==> config.mk <==
export PLATFORM = sky130hd
export DESIGN_NAME = iir4_coef_regs
export DESIGN_NICKNAME = d
export VERILOG_FILES = /design/src/rtl/iir4_pkg.sv /design/src/rtl/iir4_coef_regs.sv
export SDC_FILE = /design/constraint.sdc
export NUM_CORES = 1
export LEC_CHECK = 0
export ABC_CLOCK_PERIOD_IN_PS = 800
export BUFFER_PORTS_ARGS = -buffer_cell sky130_fd_sc_hd__buf_2
export CAP_MARGIN = 20
export CELL_PAD_IN_SITES_DETAIL_PLACEMENT = 1
export CELL_PAD_IN_SITES_GLOBAL_PLACEMENT = 2
export CORE_ASPECT_RATIO = 0.7
export CORE_MARGIN = 2
export CORE_UTILIZATION = 31
export DETAILED_ROUTE_END_ITERATION = 6
export PLACE_DENSITY_LB_ADDON = 0.1
export SLEW_MARGIN = 20
export SYNTH_ARGS = -nofsm -noshare
export SYNTH_HDL_FRONTEND = slang
export SYNTH_SLANG_ARGS = --single-unit
==> constraint.sdc <==
create_clock -name clk -period 0.8 [get_ports clk]
set_input_delay 0.24 -clock clk [delete_from_list [all_inputs] [get_ports clk]]
set_output_delay 0.24 -clock clk [all_outputs]
set_load 0.01 [all_outputs]
==> src/rtl/iir4_pkg.sv <==
`default_nettype none

package iir4_pkg;

    localparam int DEF_SAMPLE_BITS = 12;
    localparam int DEF_FRAC_BITS   = 16;

    localparam int COEF_BITS   = 20;
    localparam int Y_BITS      = 32;
    localparam int CFG_DATA_W  = 2 * COEF_BITS;
    localparam int CFG_INDEX_W = 3;

    typedef enum logic [CFG_INDEX_W-1:0] {
        CFG_B0_B1 = 3'd0,
        CFG_B2_B3 = 3'd1,
        CFG_B4_A1 = 3'd2,
        CFG_A2_A3 = 3'd3,
        CFG_A4    = 3'd4
    } cfg_reg_t;

    localparam logic [CFG_DATA_W-1:0] RST_B0_B1 = 40'd1841299895;
    localparam logic [CFG_DATA_W-1:0] RST_B2_B3 = 40'd1841302091;
    localparam logic [CFG_DATA_W-1:0] RST_B4_A1 = 40'd936680358327;
    localparam logic [CFG_DATA_W-1:0] RST_A2_A3 = 40'd1027033157730;
    localparam logic [COEF_BITS-1:0]  RST_A4    = 20'd12281;

    typedef struct packed {
        logic [COEF_BITS-1:0] b0;
        logic [COEF_BITS-1:0] b1;
        logic [COEF_BITS-1:0] b2;
        logic [COEF_BITS-1:0] b3;
        logic [COEF_BITS-1:0] b4;
        logic [COEF_BITS-1:0] a1;
        logic [COEF_BITS-1:0] a2;
        logic [COEF_BITS-1:0] a3;
        logic [COEF_BITS-1:0] a4;
    } coef_set_t;

endpackage

`default_nettype wire

==> src/rtl/iir4_coef_regs.sv <==
`default_nettype none

module iir4_coef_regs
    import iir4_pkg::*;
(
    input  wire logic                   clk,
    input  wire logic                   rst_n,
    input  wire logic                   cfg_wr_en,
    input  wire logic [CFG_INDEX_W-1:0] cfg_index,
    input  wire logic [CFG_DATA_W-1:0]  cfg_data,
    output coef_set_t                   coef
);

    logic [CFG_DATA_W-1:0] b0_b1_reg;
    logic [CFG_DATA_W-1:0] b2_b3_reg;
    logic [CFG_DATA_W-1:0] b4_a1_reg;
    logic [CFG_DATA_W-1:0] a2_a3_reg;
    logic [COEF_BITS-1:0]  a4_reg;

    always_ff @(posedge clk or negedge rst_n)
    begin
        if (!rst_n)
        begin
            b0_b1_reg <= RST_B0_B1;
            b2_b3_reg <= RST_B2_B3;
            b4_a1_reg <= RST_B4_A1;
            a2_a3_reg <= RST_A2_A3;
            a4_reg    <= RST_A4;
        end
        else if (cfg_wr_en)
        begin
            case (cfg_index)
                CFG_B0_B1: b0_b1_reg <= cfg_data;
                CFG_B2_B3: b2_b3_reg <= cfg_data;
                CFG_B4_A1: b4_a1_reg <= cfg_data;
                CFG_A2_A3: a2_a3_reg <= cfg_data;
                CFG_A4:    a4_reg    <= cfg_data[COEF_BITS-1:0];
                default:   ;
            endcase
        end
    end

    assign coef.b0 = b0_b1_reg[COEF_BITS-1:0];
    assign coef.b1 = b0_b1_reg[CFG_DATA_W-1:COEF_BITS];
    assign coef.b2 = b2_b3_reg[COEF_BITS-1:0];
    assign coef.b3 = b2_b3_reg[CFG_DATA_W-1:COEF_BITS];
    assign coef.b4 = b4_a1_reg[COEF_BITS-1:0];
    assign coef.a1 = b4_a1_reg[CFG_DATA_W-1:COEF_BITS];
    assign coef.a2 = a2_a3_reg[COEF_BITS-1:0];
    assign coef.a3 = a2_a3_reg[CFG_DATA_W-1:COEF_BITS];
    assign coef.a4 = a4_reg;

endmodule

`default_nettype wire

==> run metrics <==
result of the run=finished with violations; failing checks=negative setup slack; Port Buffer Count=~230; Sinks on Clock Net=180; max incr delay on CP=0.56 ns; critical path endpoint=coef[103]; power density relative to cell area=around 2700 nW/um^2; overflow left after global routing=0; global-route wire length before repair=~36000 um; Slew headroom=81.9%; worst-case setup margin in the final layout=-0.528 ns; detailed router's first-iteration violation count=between 150 and 200; category of cells accounting for the largest share of critical-path delay=flip-flops; unrepaired setup endpoints after global routing=yes; Setup Viol. Count Final=360; maximum number of pins on one net before global-route repair=37; Via Count=around 4800; number of storage elements in the synthesis netlist=180; share of the cycle needed by the critical path after routing=166%; CP startpoint kind=flip-flop; Core ar.=around 22000 um^2; leading cell types in the layout, fill and taps excluded=180 x mux2_4, 133 x buf_6, 117 x buf_4; met2 WL=around 12000 um; TritonCTS clock tree=yes; M1 WL=approximately 11000 um; start point of the critical path=b2_b3_reg[23]; Final nets=about 830; initial standard-cell utilization of the core=about a third; Static Leak=just under 6 nW; transition time at the pin with the least slew margin=between 0.2 and 0.3 ns; worst min-delay path class=input pin to flip-flop; Post-Synthesis Mean Instance Area=17.8 um^2; via density per instance=4.50; number of maximum-capacitance violations=0; unique cell type count in the Yosys netlist=11; number of cells produced by synthesis=383; Root Buffer=clkbuf_16; most common cell after layout, fill and taps aside=mux2_4; length of routed met3 wiring=1220 um; router iterations before antenna repair=4; floorplan die width=between 150 and 200 um; total length of routed wires=~24000 um; source of the worst register-to-register timing path=b0_b1_reg[11]; placed insts=slightly below 900; Period minus WS final=approximately 1.3 ns; Die Y-Extent=roughly 130 um; layout cells sized above 1=roughly 86%; highest clock rate=0.753 GHz; proportion of synthesized chip area in sequential cells=67.3%; later-pin clock latency in the skew report=between 0.4 and 0.5 ns; Post-Syn Nets=429; total global routing track utilization=around a fifth; cell area after synthesis=6830 um^2; worst clock skew on the final layout=0 ns; hold_sp=cfg_data[34]; Buf/Inv on CP=1; sequence of cells on the critical path=buf_6; number of global-route vias before repair=5429; Slowest-stage cell, CP=dfstp_2; Clock Path Buffers=2; worst setup slack before clock tree synthesis=-0.744 ns; clock input transition at the sequential cells of the worst setup and hold paths=about 0.07 ns; WL/cell=approximately 22 um; Crit path required time=0.56 ns; top layer used by detailed routing=met5; number of cells on the worst reg-to-reg path=3; post-route ant nets=0; maximum fanout along the worst path=2; placed wire-length estimate after detailed placement=between 10000 and 15000 um; FP Rows=45; Final Instance Count excl. Fillers=1077; arrival time at the worst endpoint=approximately 1.1 ns; crit path capture type=output pin; weighted congestion reported at the end of routability-driven placement=0.721; FILL cells=between 2000 and 2500; area of the die=~23000 um^2; setup slack, reg-to-reg=-0.24 ns; initial antenna violation count=1; IR drop worst, VDD=~0.0015 V; level count of the clock H-tree=4; hold violation total from the final report=0; IO Count=about 230; Yosys warning total=0; destination of the worst register-to-register timing path=b0_b1_reg[11]; max-slew violations=0; antenna diode count=0; area delta synth->final=78.3%; Crit path depth=1; number of buffers created by CTS=17; DRC Markers=0; type of the setup path with the least slack=flip-flop to output pin
-- synth_stat cells (all sizes together) --
cell | number | area, um^2
nand4b | 1 | 8.76
buf | 18 | 135
mux2 | 180 | 2030
and4bb | 3 | 37.5
dfrtp | 104 | 2600
dfstp | 76 | 2000
nor4b | 1 | 23.8
-- how the worst min path moves through the flow --
| stage | endpoint | slack, ns | cells past startpoint |
|---|---|---|---|
| 6_report | b2_b3_reg[34] | 0.1 | 2 |
| 5_1_grt | b2_b3_reg[34] | 0.08 | 2 |
| 3_3_place_gp | b2_b3_reg[14] | 0.1 | 1 |
| 3_5_place_dp | b2_b3_reg[14] | 0.10 | 1 |
| 4_1_cts | b2_b3_reg[34] | 0.07 | 2 |
| 2_1_floorplan | a2_a3_reg[0] | -0.06 | 0 |
-- logic make-up after synthesis --
family / count (synthesis) / share of synthesized area, %
flip-flops: 180 / 67.3
multiplexers: 180 / 29.7
buffers and inverters: 18 / 1.98
AND/OR/NAND/NOR: 5 / 1.03
-- routing by layer --
metal	up-vias	GRT usage [%]
li1	2153	-
met1	2548	28.6
met2	127	34.5
met3	14	6.14
met4	2	4.50
met5	-	0
-- power breakdown --
group          internal (mW)  switching, mW
Clock                   4.61           3.68
Combinational           7.38           3.68
Sequential              11.8           1.48
Total                   23.7           8.84
-- final cells by class --
type | count | area, um^2 | area share [%]
Clock buffer | 19 | 433 | 3.55
Clock inverter | 13 | 136 | 1.12
Multi-Input combinational cell | 185 | 2780 | 22.9
Sequential cell | 180 | 4600 | 37.8
Tap cell | 282 | 353 | 2.90
Timing Repair Buffer | 398 | 3880 | 31.8
-- worst register-to-register path, stage by stage, from the launching register on --
cell and delay [ns]:
dfrtp_1 0.40, buf_4 0.14, buf_4 0.12, mux2_4 0.26
-- stage by stage --
stage	hold WS [ns]	util, %	cell area (um^2)	total power [mW]	TNS (ns)
floorplan	-0.0556	-	7350	16.5	-67.26
global placement	0.0990	41.3	8950	19.7	-119.67
detailed placement	0.101	41.3	8950	19.9	-122.31
CTS	0.0749	55.3	12000	31.8	-125.57
global route	0.0839	56.2	12200	34.1	-130.55
finish	0.0964	56.2	12200	32.6	-123.73
-- what timing repair did --
action | 4_1_cts | 5_1_grt
hold buffers | 1 | 0
setup buffers | 93 | 55
endpoints found under the setup margin | 360 | 366
resized for setup | 236 | 48
cloned | 22 | 0
hold endpoints to repair | 105 | 0
pin swaps | 2 | 1
(Power assumes the default switching activity.)
